===== src/hw/rtl/grs_pkg.sv =====
// Shared types, constants and helper functions for the glyph row styler.
// No dependencies; every other file of the block imports this package.
`default_nettype none

package grs_pkg;

  localparam int MAX_FONT_WIDTH  = 32;
  localparam int MAX_FONT_HEIGHT = 32;
  localparam int WIDTH_CAP = (MAX_FONT_WIDTH < 32) ? MAX_FONT_WIDTH : 32;

  localparam int ROW_W     = 32;
  localparam int IDX_W     = 5;
  localparam int FLAG_W    = 7;
  localparam int CFG_W     = 6;
  localparam int CFG_IDX_W = 2;

  // style flag bit positions
  localparam int FLG_BOLD   = 0;
  localparam int FLG_ITALIC = 1;
  localparam int FLG_STRIKE = 2;
  localparam int FLG_TOP    = 3;
  localparam int FLG_UNDER  = 4;
  localparam int FLG_LEFT   = 5;
  localparam int FLG_RIGHT  = 6;

  localparam logic [ROW_W-1:0] ROW_MSB = {1'b1, {(ROW_W-1){1'b0}}};

  localparam logic [CFG_W-1:0] RST_FONT_WIDTH  = 6'd8;
  localparam logic [CFG_W-1:0] RST_FONT_HEIGHT = 6'd16;
  localparam logic [1:0]       RST_ORIENTATION = 2'd0;

  typedef enum logic [CFG_IDX_W-1:0] {
    REG_FONT_WIDTH  = 2'd0,
    REG_FONT_HEIGHT = 2'd1,
    REG_ORIENTATION = 2'd2
  } cfg_reg_t;

  // effective configuration, already clamped
  typedef struct packed {
    logic [CFG_W-1:0] width;
    logic [CFG_W-1:0] height;
    logic [1:0]       orient;
    logic [ROW_W-1:0] mask;
  } cfg_t;

  typedef struct packed {
    logic [ROW_W-1:0]  glyph_row;
    logic [IDX_W-1:0]  row_index;
    logic [FLAG_W-1:0] style_flags;
    logic [ROW_W-1:0]  overlay_row;
  } item_t;

  function automatic logic [CFG_W-1:0] clamp_width(input logic [CFG_W-1:0] v);
    logic [CFG_W-1:0] r;
    if (v == '0) r = 6'd1;
    else if ({1'b0, v} > 7'(WIDTH_CAP)) r = 6'(WIDTH_CAP);
    else r = v;
    return r;
  endfunction

  function automatic logic [CFG_W-1:0] clamp_height(input logic [CFG_W-1:0] v);
    logic [CFG_W-1:0] r;
    if (v == '0) r = 6'd1;
    else if ({1'b0, v} > 7'(MAX_FONT_HEIGHT)) r = 6'(MAX_FONT_HEIGHT);
    else r = v;
    return r;
  endfunction

  // whole bytes covering the glyph width, rounded up to a byte, from the left
  function automatic logic [ROW_W-1:0] row_mask(input logic [CFG_W-1:0] w);
    logic [CFG_W:0]   sum;
    logic [2:0]       nbytes;
    logic [ROW_W-1:0] m;
    sum    = {1'b0, w} + 7'd7;
    nbytes = sum[5:3];
    case (nbytes)
      3'd1:    m = 32'hFF00_0000;
      3'd2:    m = 32'hFFFF_0000;
      3'd3:    m = 32'hFFFF_FF00;
      default: m = 32'hFFFF_FFFF;
    endcase
    return m;
  endfunction

  // move top/right/under/left flags around the cycle by r quarter turns
  function automatic logic [FLAG_W-1:0] rotate_sides(input logic [FLAG_W-1:0] f,
                                                     input logic [1:0] r);
    logic [3:0]        s;
    logic [7:0]        t;
    logic [3:0]        sr;
    logic [FLAG_W-1:0] nf;
    s  = {f[FLG_LEFT], f[FLG_UNDER], f[FLG_RIGHT], f[FLG_TOP]};
    t  = {s, s} << r;
    sr = t[7:4];
    nf = f;
    nf[FLG_TOP]   = sr[0];
    nf[FLG_RIGHT] = sr[1];
    nf[FLG_UNDER] = sr[2];
    nf[FLG_LEFT]  = sr[3];
    return nf;
  endfunction

endpackage

`default_nettype wire


===== src/hw/rtl/grs_cfg.sv =====
// Configuration registers, stored in clamped form along with the row mask.
// Depends on grs_pkg.
`default_nettype none

module grs_cfg
  import grs_pkg::*;
(
  input  wire logic                 clk,
  input  wire logic                 rst,
  input  wire logic                 cfg_we,
  input  wire logic [CFG_IDX_W-1:0] cfg_index,
  input  wire logic [CFG_W-1:0]     cfg_wdata,
  output cfg_t                      cfg
);

  always_ff @(posedge clk) begin
    if (rst) begin
      cfg.width  <= RST_FONT_WIDTH;
      cfg.height <= RST_FONT_HEIGHT;
      cfg.orient <= RST_ORIENTATION;
      cfg.mask   <= row_mask(RST_FONT_WIDTH);
    end else if (cfg_we) begin
      unique case (cfg_index)
        REG_FONT_WIDTH: begin
          cfg.width <= clamp_width(cfg_wdata);
          cfg.mask  <= row_mask(clamp_width(cfg_wdata));
        end
        REG_FONT_HEIGHT: begin
          cfg.height <= clamp_height(cfg_wdata);
        end
        REG_ORIENTATION: begin
          cfg.orient <= cfg_wdata[1:0];
        end
        default: begin
          // unmapped index: drop the write
        end
      endcase
    end
  end

endmodule

`default_nettype wire


===== config.mk =====
export PLATFORM = sky130hd
export DESIGN_NAME = grs_cfg
export DESIGN_NICKNAME = d
export VERILOG_FILES = /design/src/hw/rtl/grs_pkg.sv /design/src/hw/rtl/grs_cfg.sv
export SDC_FILE = /design/constraint.sdc
export NUM_CORES = 1
export LEC_CHECK = 0
export BUFFER_PORTS_ARGS = -buffer_cell sky130_fd_sc_hd__buf_4
export CAP_MARGIN = 20
export CORE_MARGIN = 1.5
export CORE_UTILIZATION = 38
export CTS_CLUSTER_DIAMETER = 150
export CTS_CLUSTER_SIZE = 24
export DETAILED_ROUTE_END_ITERATION = 7
export PLACE_DENSITY = 0.75
export SETUP_SLACK_MARGIN = 0.15
export SYNTH_ARGS = -nofsm -noshare
export SYNTH_HDL_FRONTEND = slang
export SYNTH_SLANG_ARGS = --single-unit
export TNS_END_PERCENT = 30

===== constraint.sdc =====
create_clock -name clk -period 1.09 [get_ports clk]
set_input_delay 0.218 -clock clk [delete_from_list [all_inputs] [get_ports clk]]
set_output_delay 0.218 -clock clk [all_outputs]
set_load 0.01 [all_outputs]

Yosys cells after proc, flatten, opt, wreduce, memory -nomap -nowiden
Index checks and enable logic that the tools add are counted.
Cells by class
  $add $sub $neg: 1
  $lt $le $gt $ge: 1
  eq/ne operators: 5
  mux-type cells: 6
  reductions and logical operators: 5
Operators by type and width (number)
  case mux 24 bit (3 select lines): 1
  2-to-1 mux 6 bit: 5
  adder 6 x 3 -> 6 bit (second input constant): 1
  equality test 3 x 2 -> 1 bit (second input constant): 2
  > comparator 6 bit (second input constant): 1
  zero test 6 bit: 1
  AND reduction 2 bit: 3
  equality test 3 x 1 -> 1 bit (second input constant): 1
  equality test 2 x 1 -> 1 bit (second input constant): 1
  equality test 2 bit (second input constant): 1
  zero test 2 bit: 1
Storage, ports and cells
  register bits: 46
  input bits: 11
  output and inout bits: 46
  word-level logic and storage cells: 22

Longest topological paths before layout
  word-level depth: 9
  gate-level depth with buffers: 4
  depth with buffers taken out: 3

Worst setup path before layout
OpenSTA, ideal clock, no wires.
  path kind: input-to-reg
  from: input port cfg_index[0]
  to: register cfg[15] (netlist name)
  library setup time: 0.132 ns
  arrival time: 1.020 ns
  required time: 0.958 ns
  slack: -0.062 ns
  stages: 4
  buffers on the path: 1
  cell sequence: or3b_1 -> buf_6 -> a211oi_1 -> nor3_1
On the way
  longest elaborated chain between the ends: 2
Ends and longest elaborated chain
  from (decl): line grs_cfg.sv:11  | input wire logic [CFG_IDX_W-1:0] cfg_index,
  zero test 2 bit: line grs_cfg.sv:23  | unique case (cfg_index)
  AND reduction 2 bit (no line)
  to (decl): line grs_cfg.sv:13  | output cfg_t cfg
Every way passes these cells.
A chain may end at the register's enable or synchronous reset.

==> results.cfg <==
[outcome]
outcome = complete, no violations

[synthesis]
synthMuxAreaShare = 0.05333
synthCells = 103
synth-edff-count = 0
synth-simple-area-share = 0.2267
synth_top_family_by_area = buffers and inverters
synth.distinct_cells = 26
synth_xor_area_frac = 0
yosys_register_bits = 17
synthAdderAreaFrac = 0
synth-compound-area-share = 0.09733
synthArstFlopShare = 0
netlist_area_um2 = 938.4
synth_ff_type = dfxtp_1
yosysWarnings = 0
syn_avg_cell_area_um2 = 9.111
ys_seq_area_frac = 0.3627

[detailed_routing]
drc = 0
wl_met2_um = 943
wl_per_cell_um = 11.47
wl_met3_um = 169
drt_iter0_drc = 7
route.vias.total = 812
viasPerCell = 4.721
antenna_left = 0
routed_wirelength_um = 1972
drt_pass1_iterations = 3
dr.max_layer_used = met4
wl_met1_um = 833

[sta]
fin_skew_ns = 0
fin_crit_ns = 1.038
period_share = 0.9527
max_freq_mhz = 963.0
setup_viol = 0
rsz0062_at_grt = true
maxSlewViolCount = 0
hold_slack_ns = 0.2123
finalHoldViolCount = 0

[grt]
grt_pass1_wl_um = 3153
antenna_found_initial = 0
grt-ovfl-total = 0
grt_pass1_vias = 732
grt_max_degree = 20
grt_usage = 0.1549

[clock_tree]
cts_buffers = 3
root_buffer = clkbuf_4
clk_latency_ns = 0.29
clk_pin_slew_worst_paths_ns = 0.10
h-tree-depth = 1
cts.path.max_buffers = 2
cts_tree = yes
clkSinkCount = 17

[floorplan]
pin_count = 57
die-area_um2 = 2777
core_um2 = 2276
rows = 17
start_util = 0.4123
die_h_um = 52.70
die_w_um = 52.70

[setup_path]
cp_top_family = flip-flops
slowest_stage = dfxtp_4
worstPathCellList = buf_4
required_ns = 0.87
cp-start-kind = flop
worstPathBufferInverterCount = 1
cp.arrival_ns = 0.82
crit_type = reg -> out
crit_path_max_fanout = 9
worst_setup_path_end_kind = output pin
max_stage_delay_ns = 0.40

[finish]
final_util = 0.5640
layout.nets = 156
largest_register_ffs = 17
layout.cells.non_filler = 172
synthToLayoutAreaGrowth_pct = 36.80
regMostFlops = cfg
n_antenna_cell = 0
top_regs = cfg x17
drive_gt1_frac = 0.5417

[power]
power.density_nw_per_um2 = 1018
p_leak_nw = 0.6358
ir_drop_v = 0.0006618

[placement]
place.gp.congestion = 0.8564
dpl.cell_count = 166
port_buffers = 48
dp_hpwl_um = 1548

[job]
cap_viol_max_count = 0

[min_path]
hold_class = in -> reg
[cells by family (layout without fill, tap and decap cells)]
family,after synthesis,after routing
simple gates,35,35
compound gates,12,12
mux,5,5
other cells,1,8
flops,17,17
buf+inv,33,67
[timing repair]
item	CTS	global route
resized for setup	6	0
endpoints found under the setup margin	39	43
setup buffers	0	2
hold buffers	0	0
endpoints found under the hold margin	0	0
[placed cells by master (no fill, tap or decap)]
cell type,n
a211o_1,2
a211oi_2,2
a21oi_1,5
buf_4,63
clkbuf_4,3
clkinv_2,1
conb_1,8
dfxtp_1,14
dfxtp_4,3
mux2i_1,5
nand2_1,8
nand3b_1,4
nand3b_4,1
nor2_1,9
nor2b_1,2
nor3_1,3
nor3b_1,2
nor3b_2,1
nor4_1,1
nor4_2,1
o31a_1,1
o41ai_1,1
o41ai_2,1
or3b_2,1
or3b_4,1
or4_1,1
[power by group]
part / switching (mW) / internal [mW] / leakage, nW / total (mW)
Combinational: 0.141 / 0.161 / 0.478 / 0.302
Clock: 0.209 / 0.137 / 0.0177 / 0.346
Sequential: 0.0201 / 0.639 / 0.140 / 0.659
[final timing paths]
kind / endpoint / slack (ns) / depth (start not counted) / start
setup reg to reg: cfg[7]$_SDFFE_PP0P_ / 0.33 / 3 / cfg[7]$_SDFFE_PP0P_
setup / recovery: cfg[23] / 0.05 / 1 / cfg[22]$_SDFFE_PP0P_
hold / removal: cfg[37]$_SDFFE_PP0P_ / 0.21 / 3 / cfg_wdata[5]
hold reg to reg: cfg[45]$_SDFFE_PP0P_ / 0.47 / 2 / cfg[45]$_SDFFE_PP0P_
[synth_stat cells (2+ instances only)]
master | instances | area, um2
nand3b_1 | 4 | 30.03
buf_4 | 29 | 217.7
nand2_1 | 8 | 30.03
mux2i_1 | 5 | 50.05
buf_1 | 2 | 7.510
a211oi_1 | 2 | 15.01
nor3b_1 | 2 | 15.01
a21oi_1 | 5 | 25.02
nor3_1 | 3 | 15.01
nor2b_1 | 2 | 12.51
dfxtp_1 | 17 | 340.3
nor2_1 | 9 | 33.78
a211o_1 | 2 | 17.52
[metal layers]
| layer | up-vias | track usage |
|---|---|---|
| li1 | 394 | - |
| met1 | 373 | 0.1693 |
| met2 | 42 | 0.2771 |
| met3 | 3 | 0.04286 |
| met4 | 0 | 0.06410 |
| met5 | - | 0 |
[metrics by stage]
step,power (mW),setup WS [ns],TNS [ns],area [um2]
6_report,1.306,0.05160,0,1284
5_1_grt,1.361,0.01294,0,1284
3_5_place_dp,0.9725,-0.1786,-1.021,1230
4_1_cts,1.309,0.03357,0,1269
2_1_floorplan,0.8694,-0.03043,-0.06131,977.2
3_3_place_gp,0.9672,-0.1460,-0.7617,1230
[area by class of cell]
type,count,area [um2]
Clock buffer,3,22.52
Clock inverter,1,5.005
Fill cell,213,992.2
Multi-Input combinational cell,60,396.6
Sequential cell,17,351.6
Tap cell,28,35.03
Timing Repair Buffer,63,473.0
No activity file was read; power rests on OpenSTA's default activity.
