--- config.mk ---
export PLATFORM = sky130hd
export DESIGN_NAME = grs_style
export DESIGN_NICKNAME = d
export VERILOG_FILES = /design/src/hw/rtl/grs_pkg.sv /design/src/hw/rtl/grs_style.sv
export SDC_FILE = /design/constraint.sdc
export NUM_CORES = 1
export LEC_CHECK = 0
export ABC_AREA = 1
export BUFFER_PORTS_ARGS = -buffer_cell sky130_fd_sc_hd__clkbuf_2
export CAP_MARGIN = 30
export CORE_ASPECT_RATIO = 0.6
export CORE_MARGIN = 2
export CORE_UTILIZATION = 25
export DETAILED_ROUTE_END_ITERATION = 8
export PLACE_DENSITY_LB_ADDON = 0.08
export SYNTH_ARGS = -nofsm -noshare
export SYNTH_HDL_FRONTEND = slang
export SYNTH_SLANG_ARGS = --single-unit
--- constraint.sdc ---
create_clock -name vclk -period 2.1
set_clock_uncertainty 0.05 [all_clocks]
set_input_delay 0.105 -clock vclk [all_inputs]
set_output_delay 0.105 -clock vclk [all_outputs]
set_load 0.02 [all_outputs]
--- src/hw/rtl/grs_pkg.sv ---
// Shared types, constants and helper functions for the glyph row styler.
// No dependencies; every other file of the block imports this package.
`default_nettype none

package grs_pkg;

  localparam int MAX_FONT_WIDTH  = 32;
  localparam int MAX_FONT_HEIGHT = 32;
  localparam int WIDTH_CAP = (MAX_FONT_WIDTH < 32) ? MAX_FONT_WIDTH : 32;

  localparam int ROW_W     = 32;
  localparam int IDX_W     = 5;
  localparam int FLAG_W    = 7;
  localparam int CFG_W     = 6;
  localparam int CFG_IDX_W = 2;

  // style flag bit positions
  localparam int FLG_BOLD   = 0;
  localparam int FLG_ITALIC = 1;
  localparam int FLG_STRIKE = 2;
  localparam int FLG_TOP    = 3;
  localparam int FLG_UNDER  = 4;
  localparam int FLG_LEFT   = 5;
  localparam int FLG_RIGHT  = 6;

  localparam logic [ROW_W-1:0] ROW_MSB = {1'b1, {(ROW_W-1){1'b0}}};

  localparam logic [CFG_W-1:0] RST_FONT_WIDTH  = 6'd8;
  localparam logic [CFG_W-1:0] RST_FONT_HEIGHT = 6'd16;
  localparam logic [1:0]       RST_ORIENTATION = 2'd0;

  typedef enum logic [CFG_IDX_W-1:0] {
    REG_FONT_WIDTH  = 2'd0,
    REG_FONT_HEIGHT = 2'd1,
    REG_ORIENTATION = 2'd2
  } cfg_reg_t;

  // effective configuration, already clamped
  typedef struct packed {
    logic [CFG_W-1:0] width;
    logic [CFG_W-1:0] height;
    logic [1:0]       orient;
    logic [ROW_W-1:0] mask;
  } cfg_t;

  typedef struct packed {
    logic [ROW_W-1:0]  glyph_row;
    logic [IDX_W-1:0]  row_index;
    logic [FLAG_W-1:0] style_flags;
    logic [ROW_W-1:0]  overlay_row;
  } item_t;

  function automatic logic [CFG_W-1:0] clamp_width(input logic [CFG_W-1:0] v);
    logic [CFG_W-1:0] r;
    if (v == '0) r = 6'd1;
    else if ({1'b0, v} > 7'(WIDTH_CAP)) r = 6'(WIDTH_CAP);
    else r = v;
    return r;
  endfunction

  function automatic logic [CFG_W-1:0] clamp_height(input logic [CFG_W-1:0] v);
    logic [CFG_W-1:0] r;
    if (v == '0) r = 6'd1;
    else if ({1'b0, v} > 7'(MAX_FONT_HEIGHT)) r = 6'(MAX_FONT_HEIGHT);
    else r = v;
    return r;
  endfunction

  // whole bytes covering the glyph width, rounded up to a byte, from the left
  function automatic logic [ROW_W-1:0] row_mask(input logic [CFG_W-1:0] w);
    logic [CFG_W:0]   sum;
    logic [2:0]       nbytes;
    logic [ROW_W-1:0] m;
    sum    = {1'b0, w} + 7'd7;
    nbytes = sum[5:3];
    case (nbytes)
      3'd1:    m = 32'hFF00_0000;
      3'd2:    m = 32'hFFFF_0000;
      3'd3:    m = 32'hFFFF_FF00;
      default: m = 32'hFFFF_FFFF;
    endcase
    return m;
  endfunction

  // move top/right/under/left flags around the cycle by r quarter turns
  function automatic logic [FLAG_W-1:0] rotate_sides(input logic [FLAG_W-1:0] f,
                                                     input logic [1:0] r);
    logic [3:0]        s;
    logic [7:0]        t;
    logic [3:0]        sr;
    logic [FLAG_W-1:0] nf;
    s  = {f[FLG_LEFT], f[FLG_UNDER], f[FLG_RIGHT], f[FLG_TOP]};
    t  = {s, s} << r;
    sr = t[7:4];
    nf = f;
    nf[FLG_TOP]   = sr[0];
    nf[FLG_RIGHT] = sr[1];
    nf[FLG_UNDER] = sr[2];
    nf[FLG_LEFT]  = sr[3];
    return nf;
  endfunction

endpackage

`default_nettype wire

--- src/hw/rtl/grs_style.sv ---
// Styling datapath: bold, italic, overlay, strikeout and the four side lines.
// Depends on grs_pkg.
`default_nettype none

module grs_style
  import grs_pkg::*;
(
  input  cfg_t              cfg,
  input  item_t             item,
  output logic [ROW_W-1:0]  styled_row
);

  logic [ROW_W-1:0]  row0, ovl, r1, r2, r3, r4, r5, r6, r7;
  logic [FLAG_W-1:0] f;
  logic [CFG_W-1:0]  idx, half, last;

  always_comb begin
    row0 = item.glyph_row & cfg.mask;
    ovl  = item.overlay_row & cfg.mask;
    f    = rotate_sides(item.style_flags, cfg.orient);
    idx  = {1'b0, item.row_index};
    half = cfg.height >> 1;
    last = cfg.height - 6'd1;

    r1 = f[FLG_BOLD] ? ((row0 | (row0 >> 1)) & cfg.mask) : row0;
    r2 = (f[FLG_ITALIC] && (idx < half)) ? (r1 >> 1) : r1;
    r3 = r2 ^ ovl;

    r4 = r3;
    if (f[FLG_STRIKE]) begin
      // sideways screens strike through a column instead of a row
      if (cfg.orient[0]) r4 = r3 | (ROW_MSB >> (cfg.width >> 1));
      else if (idx == half) r4 = cfg.mask;
    end

    r5 = (f[FLG_TOP] && (idx == '0)) ? cfg.mask : r4;
    r6 = (f[FLG_UNDER] && (idx == last)) ? cfg.mask : r5;
    r7 = r6;
    if (f[FLG_LEFT])  r7 = r7 | ROW_MSB;
    if (f[FLG_RIGHT]) r7 = r7 | (ROW_MSB >> (cfg.width - 6'd1));

    // rows past the glyph come out blank
    styled_row = (idx >= cfg.height) ? '0 : (r7 & cfg.mask);
  end

endmodule

`default_nettype wire

[Yosys cells after proc, flatten, opt, wreduce, memory -nomap -nowiden]
Index checks and enable logic that the tools add are counted.
Word-level totals
  bits in registers: 0
  output and inout port bits: 32
  input bits: 122
Operators by class
  bitwise operators: 8
  reductions and logical operators: 4
  shift-type cells: 3
  add/sub/neg operators: 2
  magnitude comparators: 2
  eq/ne operators: 2
  mux-type cells: 10
Operator list (number)
  two-way mux 32 bit: 10
  AND 32 bit: 4
  OR 32 bit: 2
  OR 32 x 31 -> 32 bit: 1
  right shift 32 x 5 -> 32 bit (first input constant): 1
  right shift 32 x 6 -> 32 bit (first input constant): 1
  bitwise XOR 32 bit: 1
  subtractor 6 x 1 -> 6 bit (second input constant): 2
  left shift 8 x 2 -> 8 bit: 1
  equality test 5 x 6 -> 1 bit: 1
  >= comparator 5 x 6 -> 1 bit: 1
  equality test 5 bit: 1
  logical NOT 5 bit: 1
  < comparator 5 bit: 1
  logical AND 1 bit: 3

[Longest topological paths before layout]
Gate-level depths: netlist of run 1.
  depth in word-level cells: 16
  depth in mapped cells: 14
  depth with buffers taken out: 13

[Worst setup path before layout of run 1]
Ideal clock, no wire load.
  kind: input port to output port
  start point: in cfg[39] in the netlist's numbering
  end point: out styled_row[11]
  data arrival time: 1641 ps
  cell stages on the path: 11
  path buffers: 2
  slack: 304 ps
  cell sequence: inv_1 -> ha_1 -> nand2_1 -> nor2_2 -> nand2_1 -> nand3_2 -> buf_6 -> buf_2 -> o211ai_1 -> nand2_1 -> a21oi_1
On the way
  cells in the longest elaborated chain, start to end: 14
RTL lines
  start, declared: RTL line grs_style.sv:8  | input cfg_t cfg,
  < comparator 5 bit: RTL line grs_style.sv:26  | r2 = (f[FLG_ITALIC] && (idx < half)) ? (r1 >> 1) : r1;
  logical AND 1 bit: RTL line grs_style.sv:26
  two-way mux 32 bit: RTL line grs_style.sv:26
  bitwise XOR 32 bit: RTL line grs_style.sv:27  | r3 = r2 ^ ovl;
  two-way mux 32 bit or OR 32 bit (tied branches): RTL line grs_style.sv:33, grs_style.sv:32
  two-way mux 32 bit: RTL line grs_style.sv:32  | if (cfg.orient[0]) r4 = r3 | (ROW_MSB >> (cfg.width >> 1));
  two-way mux 32 bit: RTL line grs_style.sv:30  | if (f[FLG_STRIKE]) begin
  two-way mux 32 bit: RTL line grs_style.sv:36  | r5 = (f[FLG_TOP] && (idx == '0)) ? cfg.mask : r4;
  two-way mux 32 bit: RTL line grs_style.sv:37  | r6 = (f[FLG_UNDER] && (idx == last)) ? cfg.mask : r5;
  two-way mux 32 bit: RTL line grs_style.sv:39  | if (f[FLG_LEFT]) r7 = r7 | ROW_MSB;
  OR 32 bit: RTL line grs_style.sv:40  | if (f[FLG_RIGHT]) r7 = r7 | (ROW_MSB >> (cfg.width - 6'd1));
  two-way mux 32 bit: RTL line grs_style.sv:40
  AND 32 bit: RTL line grs_style.sv:43  | styled_row = (idx >= cfg.height) ? '0 : (r7 & cfg.mask);
  two-way mux 32 bit (*): RTL line grs_style.sv:43
  end, declared: RTL line grs_style.sv:10  | output logic [ROW_W-1:0] styled_row
Every way passes the cells marked *; elsewhere a longest branch is shown, timed or not.

[Final worst setup path of run 1]
  start point: in item[43] in the netlist's numbering
  end point: out styled_row[3]
On the way
  cells in the longest elaborated chain, start to end: 14
RTL lines
  start, declared: RTL line grs_style.sv:9  | input item_t item,
  < comparator 5 bit: RTL line grs_style.sv:26
  logical AND 1 bit: RTL line grs_style.sv:26
  two-way mux 32 bit: RTL line grs_style.sv:26
  bitwise XOR 32 bit: RTL line grs_style.sv:27
  two-way mux 32 bit or OR 32 bit (tied branches): RTL line grs_style.sv:33, grs_style.sv:32
  two-way mux 32 bit: RTL line grs_style.sv:32
  two-way mux 32 bit: RTL line grs_style.sv:30
  two-way mux 32 bit: RTL line grs_style.sv:36
  two-way mux 32 bit: RTL line grs_style.sv:37
  two-way mux 32 bit: RTL line grs_style.sv:39
  OR 32 bit: RTL line grs_style.sv:40
  two-way mux 32 bit: RTL line grs_style.sv:40
  AND 32 bit: RTL line grs_style.sv:43
  two-way mux 32 bit (*): RTL line grs_style.sv:43
Marks and branches as above.

==> impl_results.html, run 1 <==
<table>
<tr><th>Metric</th><th>Value</th></tr>
<tr><th colspan="2">Worst setup path</th></tr>
<tr><td>Start-to-end type of the worst setup path</td><td>primary input to primary output</td></tr>
<tr><td>Cell class contributing the biggest share of worst-path delay</td><td>buffers and inverters</td></tr>
<tr><td>Critical-path maximum fanout</td><td>14</td></tr>
<tr><td>Master of the slowest instance on the critical path</td><td>ha_1</td></tr>
<tr><td>Endpoint required time on the critical path</td><td>1.95 ns</td></tr>
<tr><td>Crit path DAT</td><td>1.84 ns</td></tr>
<tr><td>Bufs and invs on worst path</td><td>8</td></tr>
<tr><td>CP endpoint kind</td><td>primary output</td></tr>
<tr><td>CP dominant cell by count</td><td>buf_4</td></tr>
<tr><td>Element type at the critical path start</td><td>primary input</td></tr>
<tr><td>Stage delay of the slowest cell on the critical path</td><td>0.26 ns</td></tr>
<tr><td>Crit-path cells</td><td>clkbuf_2, buf_4, ha_1, inv_1, nor2_2, buf_4, o211ai_1, nand3_1, inv_2, buf_12, clkbuf_16, nand2_1, nor2_1, buf_4</td></tr>
<tr><th colspan="2">STA</th></tr>
<tr><td>Worst-Margin Slew</td><td>0.438 ns</td></tr>
<tr><td>Final-report max-slew violation count</td><td>0</td></tr>
<tr><td>Minimum clock period</td><td>2.00 ns</td></tr>
<tr><td>Endpoints failing hold</td><td>0</td></tr>
<tr><td>Total setup violations reported at the end of the flow</td><td>0</td></tr>
<tr><td>Final cycle utilization of the critical path</td><td>95.2%</td></tr>
<tr><td>Rel. slew slack</td><td>70.5%</td></tr>
<tr><td>Setup Total Neg Slack</td><td>0 ns</td></tr>
<tr><td>Fmax achieved</td><td>500 MHz</td></tr>
<tr><td>Setup repair after global routing missed its margin</td><td>true</td></tr>
<tr><th colspan="2">Finish</th></tr>
<tr><td>Area taken by multi-input logic gates</td><td>3310 sq um</td></tr>
<tr><td>Number of fill cells in the layout</td><td>1778</td></tr>
<tr><td>Area growth, synth to finish</td><td>40.4%</td></tr>
<tr><td>Seq_cells</td><td>0</td></tr>
<tr><td>Fin nets</td><td>1121</td></tr>
<tr><td>Number of clock-tree buffers in the layout</td><td>0</td></tr>
<tr><td>Post-layout util</td><td>36.2%</td></tr>
<tr><td>Layout cells sized above 1</td><td>26.7%</td></tr>
<tr><td>Summed area of non-filler cells in the final layout</td><td>5300 sq um</td></tr>
<tr><td>Diodes inserted</td><td>0</td></tr>
<tr><td>Sequential Area</td><td>0 sq um</td></tr>
<tr><th colspan="2">Global route</th></tr>
<tr><td>Total global routing track utilization</td><td>19.4%</td></tr>
<tr><td>Global-route met1 utilization</td><td>30.2%</td></tr>
<tr><td>Wire length of the first global-routing pass</td><td>25900 um</td></tr>
<tr><td>Most used routing layer</td><td>met1</td></tr>
<tr><td>GRT met2 Usage</td><td>29.1%</td></tr>
<tr><td>Global-route met3 utilization</td><td>2.34%</td></tr>
<tr><td>Largest net degree at the start of global routing</td><td>39</td></tr>
<tr><td>Antenna violations before repair</td><td>0</td></tr>
<tr><td>Grt ovf</td><td>0</td></tr>
<tr><td>Number of global-route vias before repair</td><td>5257</td></tr>
<tr><th colspan="2">Synth</th></tr>
<tr><td>Mean instance size in the synthesized netlist</td><td>4.60 sq um</td></tr>
<tr><td>Count of yosys warnings during synthesis</td><td>0</td></tr>
<tr><td>Most area-consuming cells after synthesis</td><td>nand2_1 33%, nand3_1 12%, nor2_1 10%, inv_1 8.6%, o21ai_0 5.2%</td></tr>
<tr><td>Top cell type's share of synthesized area</td><td>32.6%</td></tr>
<tr><td>Leading area contributor after synthesis</td><td>nand2_1</td></tr>
<tr><td>Number of cells produced by synthesis</td><td>819</td></tr>
<tr><td>Post-synthesis sequential area ratio</td><td>0%</td></tr>
<tr><td>Most frequent cell after synthesis</td><td>nand2_1</td></tr>
<tr><td>Net count after synthesis</td><td>952</td></tr>
<tr><td>Top cell types by occurrence after synthesis</td><td>328 x nand2_1, 103 x nor2_1, 87 x nand3_1, 86 x inv_1, 39 x o21ai_0</td></tr>
<tr><td>Mapped Area</td><td>3770 sq um</td></tr>
<tr><td>Count of distinct cell types in the synthesized netlist</td><td>33</td></tr>
<tr><th colspan="2">Min path</th></tr>
<tr><td>Destination of the worst hold path</td><td>styled_row[17]</td></tr>
<tr><td>Tightest Hold Check Type</td><td>primary input to primary output</td></tr>
<tr><td>Worst Hold Depth</td><td>4</td></tr>
<tr><td>Startpoint of the tightest hold check path</td><td>cfg[17]</td></tr>
<tr><th colspan="2">Route</th></tr>
<tr><td>Routed vias/inst</td><td>4.76</td></tr>
<tr><td>Number of search-and-repair iterations in the first detailed-routing pass</td><td>5</td></tr>
<tr><td>Via count</td><td>5637</td></tr>
<tr><td>Average wire per cell in the routed design</td><td>14.5 um</td></tr>
<tr><td>Number of antenna-violating nets in the routed design</td><td>0</td></tr>
<tr><td>Number of DRC violations after detailed-routing iteration 0</td><td>398</td></tr>
<tr><td>DRC Markers</td><td>0</td></tr>
<tr><td>Post-Route WL</td><td>17100 um</td></tr>
<tr><th colspan="2">Status</th></tr>
<tr><td>Status</td><td>finished clean</td></tr>
<tr><th colspan="2">Floorplan</th></tr>
<tr><td>Initial Utilization</td><td>25.8%</td></tr>
<tr><td>Core Footprint</td><td>14600 sq um</td></tr>
<tr><td>Overall die height</td><td>99.1 um</td></tr>
<tr><td>Width of the die</td><td>163 um</td></tr>
<tr><td>Die outline area</td><td>16100 sq um</td></tr>
<tr><td>Floorplan row count</td><td>34</td></tr>
<tr><td>Number of placed I/O pins</td><td>154</td></tr>
<tr><th colspan="2">Placement</th></tr>
<tr><td>Standard cell area after detailed placement</td><td>4910 sq um</td></tr>
<tr><td>IO buf count</td><td>154</td></tr>
<tr><td>Post-DP HPWL</td><td>13200 um</td></tr>
<tr><td>GPL Wtd Cong</td><td>0.956</td></tr>
<tr><th colspan="2">Power and ir drop</th></tr>
<tr><td>Maximum resistive drop on vdd</td><td>106 uV</td></tr>
<tr><td>Power Dens Cells</td><td>264 nW/um^2</td></tr>
<tr><td>Leakage</td><td>3.21 nW</td></tr>
<tr><th colspan="2">Clock tree</th></tr>
<tr><td>Hold buffers post-CTS</td><td>0</td></tr>
<tr><th colspan="2">Job</th></tr>
<tr><td>Number of max-cap violations</td><td>0</td></tr>
</table>
## cell families after synthesis
logic type,after synthesis,synth area share [%]
AO/OA/AOI/OAI,93,14.2
buffers and inverters,130,15.6
AND/OR/NAND/NOR,585,66.5
adder cells (fa/ha/maj),11,3.65
## worst max-delay path by stage
stage	from	end	slack, ns	cells past startpoint
2_1_floorplan	cfg[39]	styled_row[11]	0.30	11
3_3_place_gp	cfg[39]	styled_row[7]	0.03	14
3_5_place_dp	cfg[39]	styled_row[7]	-0.03	14
4_1_cts	cfg[39]	styled_row[5]	0.009	14
5_1_grt	item[40]	styled_row[29]	-0.008	16
6_report	item[43]	styled_row[3]	0.10	14
## through the flow
step                hold WS (ns)  cells  setup WS [ns]  power (mW)
floorplan                  0.293    819          0.304       0.765
global placement           0.503   1172         0.0303        1.22
detailed placement         0.503   1172        -0.0288        1.22
CTS                        0.505   1172        0.00864        1.22
global route               0.531   1184       -0.00832        1.56
finish                     0.509   1184          0.101        1.40
## power by group
part           internal, mW  switching, mW  leakage (nW)
Sequential                0              0             0
Clock                     0              0             0
Combinational         0.563          0.835          3.21
Total                 0.563          0.835          3.21
## cells in the final DEF, fill, tap and decap left out, drive strengths merged, types with 2 or more instances in the layout
cell type  count
nand2        335
clkbuf       142
nor2         112
inv           92
nand3         91
buf           62
o21ai         44
nor3          20
a21oi         17
nand4         15
o211ai        12
ha            11
o21a           8
nand3b         8
a31oi          7
and2           4
a21boi         2
## tightest hold or removal path, cell delays in order
cell	delay [ns]
clkbuf_2	0.10
nand2_1	0.06
nor2_1	0.04
buf_4	0.15
## area by class of cell
type,count,share of cell area [%]
Multi-Input combinational cell,689,62.5
Timing Repair Buffer,204,26.2
Inverter,93,6.66
Tap cell,198,4.68
## metal layers
metal,share of wire [%],vias to the layer above
met3,8.3,16
li1,-,2955
met2,37,215
met5,0,-
met4,1.3,0
met1,53,2451
## timing repair
item | 4_1_cts | 5_1_grt
buffers inserted | 0 | 4
gates cloned | 0 | 8
pin swaps | 0 | 13
resized for setup | 1 | 67
hold endpoints to repair | 0 | 0
setup endpoints to repair | 1 | 32
No activity file was read; power rests on OpenSTA's default activity.
==> run 2: changes to the inputs <==
--- a/config.mk
+++ b/config.mk
@@ -9,7 +9,6 @@
 export BUFFER_PORTS_ARGS = -buffer_cell sky130_fd_sc_hd__clkbuf_2
 export CAP_MARGIN = 30
 export CORE_ASPECT_RATIO = 0.6
-export CORE_MARGIN = 2
 export CORE_UTILIZATION = 25
 export DETAILED_ROUTE_END_ITERATION = 8
 export PLACE_DENSITY_LB_ADDON = 0.08
==> run 2 against run 1 <==
Combinational power fell by 3%; clock-buffer cell count did not move; global-route usage rose by 0.54 points; design area shrank 1.9%; first-iteration DRC count is 9.3% lower; hold slack got worse by 0.013 ns; via count down 1.4%; critical endpoint is now styled_row[28]; largest cell class unchanged; largest power group unchanged.
==> impl_results.html, run 2 (synthesis gave the netlist of run 1 again) <==
<table>
<tr><th>Metric</th><th>Value</th></tr>
<tr><th colspan="2">STA</th></tr>
<tr><td>Minimum clock period</td><td>2.00 ns (about the same)</td></tr>
<tr><td>Final-report max-slew violation count</td><td>0 (unchanged)</td></tr>
<tr><td>Worst hold margin</td><td>0.496 ns (was 0.509 ns)</td></tr>
<tr><td>Rel. slew slack</td><td>68.8% (was 70.5%)</td></tr>
<tr><td>Fmax achieved</td><td>500 MHz (about the same)</td></tr>
<tr><td>Total setup violations reported at the end of the flow</td><td>0 (unchanged)</td></tr>
<tr><td>Endpoints failing hold</td><td>0 (unchanged)</td></tr>
<tr><td>Worst-Margin Slew</td><td>0.464 ns (was 0.438 ns)</td></tr>
<tr><td>Final cycle utilization of the critical path</td><td>95.3% (was 95.2%)</td></tr>
<tr><td>Setup Total Neg Slack</td><td>0 ns (unchanged)</td></tr>
<tr><th colspan="2">Worst setup path</th></tr>
<tr><td>Element type at the critical path start</td><td>primary input (unchanged)</td></tr>
<tr><td>Stage delay of the slowest cell on the critical path</td><td>0.25 ns (was 0.26 ns)</td></tr>
<tr><td>Start-to-end type of the worst setup path</td><td>primary input to primary output (unchanged)</td></tr>
<tr><td>Crit-path cells</td><td>buf_6, ha_4, nand2_2, inv_2, nor2_4, nand3_4, clkbuf_16, nand2_2, o21ai_1, nand2_1, nand3_1, nor2_1, nor2_1, buf_4 (was clkbuf_2, buf_4, ha_1, inv_1, nor2_2, buf_4, o211ai_1, nand3_1, inv_2, buf_12, clkbuf_16, nand2_1, nor2_1, buf_4)</td></tr>
<tr><td>Endpoint of the most critical setup path</td><td>styled_row[28] (was styled_row[3])</td></tr>
<tr><td>Endpoint required time on the critical path</td><td>1.95 ns (about the same)</td></tr>
<tr><td>CP startpoint</td><td>item[43] (unchanged)</td></tr>
<tr><td>Critical-path maximum fanout</td><td>6 (was 14)</td></tr>
<tr><td>Cell class contributing the biggest share of worst-path delay</td><td>simple AND/OR/NAND/NOR gates (was buffers and inverters)</td></tr>
<tr><td>Path length in cells of the critical path</td><td>14 (unchanged)</td></tr>
<tr><td>Crit path DAT</td><td>1.85 ns (was 1.84 ns)</td></tr>
<tr><td>CP endpoint kind</td><td>primary output (unchanged)</td></tr>
<tr><td>Bufs and invs on worst path</td><td>4 (was 8)</td></tr>
<tr><td>Master of the slowest instance on the critical path</td><td>ha_4 (was ha_1)</td></tr>
<tr><th colspan="2">Finish</th></tr>
<tr><td>Diodes inserted</td><td>0 (unchanged)</td></tr>
<tr><td>Fin nets</td><td>1108 (was 1121)</td></tr>
<tr><td>Layout cells sized above 1</td><td>25.6% (was 26.7%)</td></tr>
<tr><td>Area taken by multi-input logic gates</td><td>3340 sq um (was 3310 sq um)</td></tr>
<tr><td>Post-layout util</td><td>35.6% (was 36.2%)</td></tr>
<tr><td>Seq_cells</td><td>0 (unchanged)</td></tr>
<tr><td>Sequential Area</td><td>0 sq um (unchanged)</td></tr>
<tr><td>Most common cell after layout, fill and taps aside</td><td>nand2_1 (unchanged)</td></tr>
<tr><td>Area growth, synth to finish</td><td>37.8% (was 40.4%)</td></tr>
<tr><td>Most frequent cells in the layout</td><td>317 x nand2_1, 135 x clkbuf_2, 101 x nor2_1 (was 318 x nand2_1, 136 x clkbuf_2, 98 x nor2_1)</td></tr>
<tr><td>Number of fill cells in the layout</td><td>1703 (was 1778)</td></tr>
<tr><td>Number of clock-tree buffers in the layout</td><td>0 (unchanged)</td></tr>
<tr><th colspan="2">Power and ir drop</th></tr>
<tr><td>Leakage</td><td>3.15 nW (was 3.21 nW)</td></tr>
<tr><td>Portion of total power attributed to combinational logic</td><td>100.0% (about the same)</td></tr>
<tr><td>Reg power frac</td><td>0% (about the same)</td></tr>
<tr><td>Clk pwr share</td><td>0% (about the same)</td></tr>
<tr><td>Power Dens Cells</td><td>261 nW/um^2 (was 264 nW/um^2)</td></tr>
<tr><td>Maximum resistive drop on vdd</td><td>92.4 uV (was 106 uV)</td></tr>
<tr><td>Net Sw Frac</td><td>61.0% (was 59.7%)</td></tr>
<tr><td>Psw</td><td>827 uW (was 835 uW)</td></tr>
<tr><td>Internal power</td><td>529 uW (was 563 uW)</td></tr>
<tr><th colspan="2">Route</th></tr>
<tr><td>Via count</td><td>5557 (was 5637)</td></tr>
<tr><td>DRC Markers</td><td>0 (unchanged)</td></tr>
<tr><td>Routed vias/inst</td><td>4.75 (was 4.76)</td></tr>
<tr><td>Number of antenna-violating nets in the routed design</td><td>0 (unchanged)</td></tr>
<tr><td>Post-Route WL</td><td>16900 um (was 17100 um)</td></tr>
<tr><td>Average wire per cell in the routed design</td><td>14.4 um (was 14.5 um)</td></tr>
<tr><td>Number of DRC violations after detailed-routing iteration 0</td><td>361 (was 398)</td></tr>
<tr><td>Number of search-and-repair iterations in the first detailed-routing pass</td><td>5 (unchanged)</td></tr>
<tr><th colspan="2">Clock tree</th></tr>
<tr><td>Hold buffers post-CTS</td><td>0 (unchanged)</td></tr>
<tr><td>Post-CTS setup buffer count</td><td>0 (unchanged)</td></tr>
<tr><th colspan="2">Status</th></tr>
<tr><td>Status</td><td>finished clean (unchanged)</td></tr>
<tr><th colspan="2">Global route</th></tr>
<tr><td>Largest net degree at the start of global routing</td><td>42 (was 39)</td></tr>
<tr><td>Wire length of the first global-routing pass</td><td>25600 um (was 25900 um)</td></tr>
<tr><td>Total global routing track utilization</td><td>19.9% (was 19.4%)</td></tr>
<tr><td>Grt ovf</td><td>0 (unchanged)</td></tr>
<tr><td>Number of global-route vias before repair</td><td>5009 (was 5257)</td></tr>
<tr><td>Antenna violations before repair</td><td>1 (was 0)</td></tr>
<tr><th colspan="2">Floorplan</th></tr>
<tr><td>Overall die height</td><td>97.1 um (was 99.1 um)</td></tr>
<tr><td>Core Footprint</td><td>14600 sq um (about the same)</td></tr>
<tr><td>Die outline area</td><td>15600 sq um (was 16100 sq um)</td></tr>
<tr><td>Width of the die</td><td>161 um (was 163 um)</td></tr>
<tr><td>Initial Utilization</td><td>25.8% (about the same)</td></tr>
<tr><td>Number of placed I/O pins</td><td>154 (unchanged)</td></tr>
<tr><td>Floorplan row count</td><td>34 (unchanged)</td></tr>
<tr><th colspan="2">Min path</th></tr>
<tr><td>Tightest Hold Check Type</td><td>primary input to primary output (unchanged)</td></tr>
<tr><th colspan="2">Placement</th></tr>
<tr><td>GPL Wtd Cong</td><td>0.925 (was 0.956)</td></tr>
<tr><td>Post-DP HPWL</td><td>13100 um (was 13200 um)</td></tr>
<tr><td>IO buf count</td><td>154 (unchanged)</td></tr>
<tr><th colspan="2">Job</th></tr>
<tr><td>Number of max-cap violations</td><td>0 (unchanged)</td></tr>
</table>
-- run 2: worst min-delay path by stage --
stage / endpoint / from / depth (start not counted) / slack, ns
2_1_floorplan: styled_row[0] / cfg[0] / 2 / 0.29
3_3_place_gp: styled_row[17] / cfg[17] / 4 / 0.51
3_5_place_dp: styled_row[17] / cfg[17] / 4 / 0.50
4_1_cts: styled_row[17] / cfg[17] / 4 / 0.51
5_1_grt: styled_row[8] / cfg[8] / 4 / 0.53
6_report: styled_row[17] / cfg[17] / 4 / 0.50
-- run 2: power by group through the flow --
| stage | combinational (mW) | sequential, mW | clock [mW] |
|---|---|---|---|
| after CTS | 1.21 | 0 | 0 |
| after global placement | 1.21 | 0 | 0 |
| after global routing | 1.52 | 0 | 0 |
| after detailed placement | 1.20 | 0 | 0 |
| after floorplan | 0.765 | 0 | 0 |
| final | 1.36 | 0 | 0 |
-- run 2: layout make-up --
cell class	instances	share of cell area (%)
Tap cell	198	4.77
Multi-Input combinational cell	690	64.2
Inverter	93	6.86
Timing Repair Buffer	190	24.2
-- run 2: tightest hold or removal path, cell delays in order --
cell	delay (ns)
clkbuf_2	0.10
nand2_1	0.06
nor2_1	0.03
buf_4	0.14
-- run 2: repair_timing --
action	in CTS	in global routing
gates resized for setup	0	88
endpoints found under the setup margin	0	32
hold endpoints to repair	0	0
-- run 2: stage by stage --
stage,area (sq um),cells,power (mW),setup slack [ns]
after floorplan,3770,819,0.765,0.304
after global placement,4840,1163,1.21,0.0725
after detailed placement,4840,1163,1.20,0.0306
after CTS,4840,1163,1.21,0.0198
after global routing,5190,1171,1.52,-0.0185
final,5190,1171,1.36,0.0984
-- run 2: routing by layer --
| layer | wire, um | global-route usage [%] | vias to the layer above | part of all wire [%] |
|---|---|---|---|---|
| li1 | - | - | 2934 | - |
| met1 | 9060 | 31.7 | 2399 | 54 |
| met2 | 6470 | 28.9 | 222 | 38 |
| met3 | 1320 | 2.52 | 2 | 7.8 |
| met4 | 31 | 0.952 | 0 | 0.18 |
| met5 | 0 | 0 | - | 0 |
==> run 3: changes to the inputs <==
--- a/config.mk
+++ b/config.mk
@@ -6,11 +6,11 @@
 export NUM_CORES = 1
 export LEC_CHECK = 0
 export ABC_AREA = 1
-export BUFFER_PORTS_ARGS = -buffer_cell sky130_fd_sc_hd__clkbuf_2
 export CAP_MARGIN = 30
 export CORE_ASPECT_RATIO = 0.6
 export CORE_UTILIZATION = 25
 export DETAILED_ROUTE_END_ITERATION = 8
+export DONT_BUFFER_PORTS = 1
 export PLACE_DENSITY_LB_ADDON = 0.08
 export SYNTH_ARGS = -nofsm -noshare
 export SYNTH_HDL_FRONTEND = slang
==> run 3 against run 2 <==
Clock-buffer cell count stayed put; hold slack got worse by 0.11 ns; design area decreased by 16%; wire length is 2.9% lower; combinational power shrank 19%; cell count decreased by 11%; total power shrank 19%; critical path depth shrank 4; worst setup slack improved by 0.015 ns.
==> impl_results.html, run 3 (synthesis gave the netlist of run 1 again) <==
<table>
<tr><th>Metric</th><th>Value</th></tr>
<tr><th colspan="2">Finish</th></tr>
<tr><td>Sequential Area</td><td>0 sq um (unchanged)</td></tr>
<tr><td>Seq_cells</td><td>0 (unchanged)</td></tr>
<tr><td>Layout cells sized above 1</td><td>11.1% (was 25.6%)</td></tr>
<tr><td>Most frequent cells in the layout</td><td>325 x nand2_1, 101 x nor2_1, 86 x inv_1, 86 x nand3_1, 50 x buf_4 (was 317 x nand2_1, 135 x clkbuf_2, 101 x nor2_1)</td></tr>
<tr><td>Most common cell after layout, fill and taps aside</td><td>nand2_1 (unchanged)</td></tr>
<tr><td>Area taken by multi-input logic gates</td><td>3230 sq um (was 3340 sq um)</td></tr>
<tr><td>Fin nets</td><td>975 (was 1108)</td></tr>
<tr><td>Area growth, synth to finish</td><td>15.8% (was 37.8%)</td></tr>
<tr><td>Number of fill cells in the layout</td><td>1760 (was 1703)</td></tr>
<tr><td>Diodes inserted</td><td>0 (unchanged)</td></tr>
<tr><td>Number of clock-tree buffers in the layout</td><td>0 (unchanged)</td></tr>
<tr><td>Post-layout util</td><td>29.9% (was 35.6%)</td></tr>
<tr><th colspan="2">STA</th></tr>
<tr><td>Fmax achieved</td><td>503 MHz (was 500 MHz)</td></tr>
<tr><td>Setup repair after global routing missed its margin</td><td>true</td></tr>
<tr><td>Final-report max-slew violation count</td><td>0 (unchanged)</td></tr>
<tr><td>Final cycle utilization of the critical path</td><td>94.6% (was 95.3%)</td></tr>
<tr><td>Rel. slew slack</td><td>71.4% (was 68.8%)</td></tr>
<tr><td>Worst-Margin Slew</td><td>0.424 ns (was 0.464 ns)</td></tr>
<tr><td>Minimum clock period</td><td>1.99 ns (was 2.00 ns)</td></tr>
<tr><td>Total setup violations reported at the end of the flow</td><td>0 (unchanged)</td></tr>
<tr><td>Endpoints failing hold</td><td>0 (unchanged)</td></tr>
<tr><td>Worst hold margin</td><td>0.386 ns (was 0.496 ns)</td></tr>
<tr><th colspan="2">Route</th></tr>
<tr><td>Number of DRC violations after detailed-routing iteration 0</td><td>279 (was 361)</td></tr>
<tr><td>DRC Markers</td><td>0 (unchanged)</td></tr>
<tr><td>Routed vias/inst</td><td>4.99 (was 4.75)</td></tr>
<tr><td>Average wire per cell in the routed design</td><td>15.8 um (was 14.4 um)</td></tr>
<tr><td>Via count</td><td>5181 (was 5557)</td></tr>
<tr><td>Number of antenna-violating nets in the routed design</td><td>0 (unchanged)</td></tr>
<tr><td>Number of search-and-repair iterations in the first detailed-routing pass</td><td>5 (unchanged)</td></tr>
<tr><td>Post-Route WL</td><td>16400 um (was 16900 um)</td></tr>
<tr><th colspan="2">Worst setup path</th></tr>
<tr><td>Master of the slowest instance on the critical path</td><td>ha_1 (was ha_4)</td></tr>
<tr><td>CP startpoint</td><td>cfg[37] (was item[43])</td></tr>
<tr><td>CP dominant cell by count</td><td>inv_1</td></tr>
<tr><td>Endpoint required time on the critical path</td><td>1.95 ns (about the same)</td></tr>
<tr><td>Crit path DAT</td><td>1.83 ns (was 1.85 ns)</td></tr>
<tr><td>Crit-path cells</td><td>inv_1, ha_1, a21o_1, a22oi_1, nand3_2, inv_1, buf_12, nand2_1, nor2_2, buf_4 (was buf_6, ha_4, nand2_2, inv_2, nor2_4, nand3_4, clkbuf_16, nand2_2, o21ai_1, nand2_1, nand3_1, nor2_1, nor2_1, buf_4)</td></tr>
<tr><td>Element type at the critical path start</td><td>primary input (unchanged)</td></tr>
<tr><td>Stage delay of the slowest cell on the critical path</td><td>0.28 ns (was 0.25 ns)</td></tr>
<tr><td>Start-to-end type of the worst setup path</td><td>primary input to primary output (unchanged)</td></tr>
<tr><td>CP endpoint kind</td><td>primary output (unchanged)</td></tr>
<tr><td>Critical-path maximum fanout</td><td>30 (was 6)</td></tr>
<tr><th colspan="2">Power and ir drop</th></tr>
<tr><td>Leakage</td><td>2.55 nW (was 3.15 nW)</td></tr>
<tr><td>Maximum resistive drop on vdd</td><td>88.0 uV (was 92.4 uV)</td></tr>
<tr><td>Overall power consumption</td><td>1.10 mW (was 1.36 mW)</td></tr>
<tr><td>Power Dens Cells</td><td>252 nW/um^2 (was 261 nW/um^2)</td></tr>
<tr><th colspan="2">Global route</th></tr>
<tr><td>Grt ovf</td><td>0 (unchanged)</td></tr>
<tr><td>Total global routing track utilization</td><td>20.1% (was 19.9%)</td></tr>
<tr><td>Wire length of the first global-routing pass</td><td>25300 um (was 25600 um)</td></tr>
<tr><td>Largest net degree at the start of global routing</td><td>33 (was 42)</td></tr>
<tr><td>Antenna violations before repair</td><td>0 (was 1)</td></tr>
<tr><td>Number of global-route vias before repair</td><td>4707 (was 5009)</td></tr>
<tr><th colspan="2">Placement</th></tr>
<tr><td>Post-DP HPWL</td><td>13200 um (was 13100 um)</td></tr>
<tr><td>GPL Wtd Cong</td><td>0.871 (was 0.925)</td></tr>
<tr><td>IO buf count</td><td>0 (was 154)</td></tr>
<tr><th colspan="2">Min path</th></tr>
<tr><td>Startpoint of the tightest hold check path</td><td>cfg[25] (was cfg[17])</td></tr>
<tr><td>Tightest Hold Check Type</td><td>primary input to primary output (unchanged)</td></tr>
<tr><th colspan="2">Floorplan</th></tr>
<tr><td>Die outline area</td><td>15600 sq um (unchanged)</td></tr>
<tr><td>Initial Utilization</td><td>25.8% (unchanged)</td></tr>
<tr><td>Number of placed I/O pins</td><td>154 (unchanged)</td></tr>
<tr><td>Core Footprint</td><td>14600 sq um (unchanged)</td></tr>
<tr><td>Width of the die</td><td>161 um (unchanged)</td></tr>
<tr><td>Overall die height</td><td>97.1 um (unchanged)</td></tr>
<tr><td>Floorplan row count</td><td>34 (unchanged)</td></tr>
<tr><th colspan="2">Clock tree</th></tr>
<tr><td>Hold buffers post-CTS</td><td>0 (unchanged)</td></tr>
<tr><th colspan="2">Status</th></tr>
<tr><td>Status</td><td>finished clean (unchanged)</td></tr>
<tr><th colspan="2">Job</th></tr>
<tr><td>Number of max-cap violations</td><td>0 (unchanged)</td></tr>
</table>
run 3: cell types whose count changed in the layout (fill, tap and decap cells not counted), moves of 4 or more:
| cell | previous run | this run |
|---|---|---|
| nand2_2 | 13 | 8 |
| o21ai_0 | 32 | 38 |
| inv_1 | 79 | 86 |
| buf_4 | 32 | 50 |
| clkbuf_2 | 135 | 0 |
| nand2_1 | 317 | 325 |
| ha_1 | 6 | 10 |
| buf_6 | 7 | 1 |
| buf_2 | 5 | 0 |
| inv_2 | 10 | 6 |
run 3: critical path: cells and delay by family:
kind	cells	cell delay, ns
AOI/OAI and AO/OA	2	0.35
and+or+nand+nor	3	0.44
adders and majority gates	1	0.28
buffers and inverters	4	0.64
run 3: layer usage:
layer  track usage (%)  vias to the layer above  routed length [um]
li1                  -                     2661                   -
met4             0.952                        0                  73
met3              2.39                        7                1170
met2              29.7                      175                6430
met5                 0                        -                   0
met1              31.6                     2338                8720
run 3: final timing paths:
| path | to | depth (start not counted) |
|---|---|---|
| setup / recovery | styled_row[29] | 10 |
| hold / removal | styled_row[25] | 3 |
run 3: final cells by class:
type / count / area share (%)
inverter: 93 / 8.00
multi-input combinational: 689 / 74.0
tap: 198 / 5.67
timing repair buffer: 58 / 12.3
run 3: timing repair:
item                       in CTS  in global routing
setup buffers                   0                  3
hold endpoints to repair        0                  0
resized for setup               0                 13
setup endpoints to repair       0                 20
run 3: power by group:
group          internal, mW  switching, mW  total (mW)
combinational         0.424          0.677        1.10
clock                     0              0           0
sequential                0              0           0
run 3: per-stage QoR:
| stage | TNS, ns | instances | worst slack (ns) | instance area, sq um |
|---|---|---|---|---|
| floorplan | 0 | 819 | 0.304 | 3770 |
| global placement | 0 | 1033 | 0.0221 | 4240 |
| detailed placement | 0 | 1033 | 0.0156 | 4240 |
| CTS | 0 | 1033 | 0.00543 | 4240 |
| global route | -0.0424 | 1038 | -0.0424 | 4370 |
| finish | 0 | 1038 | 0.114 | 4370 |
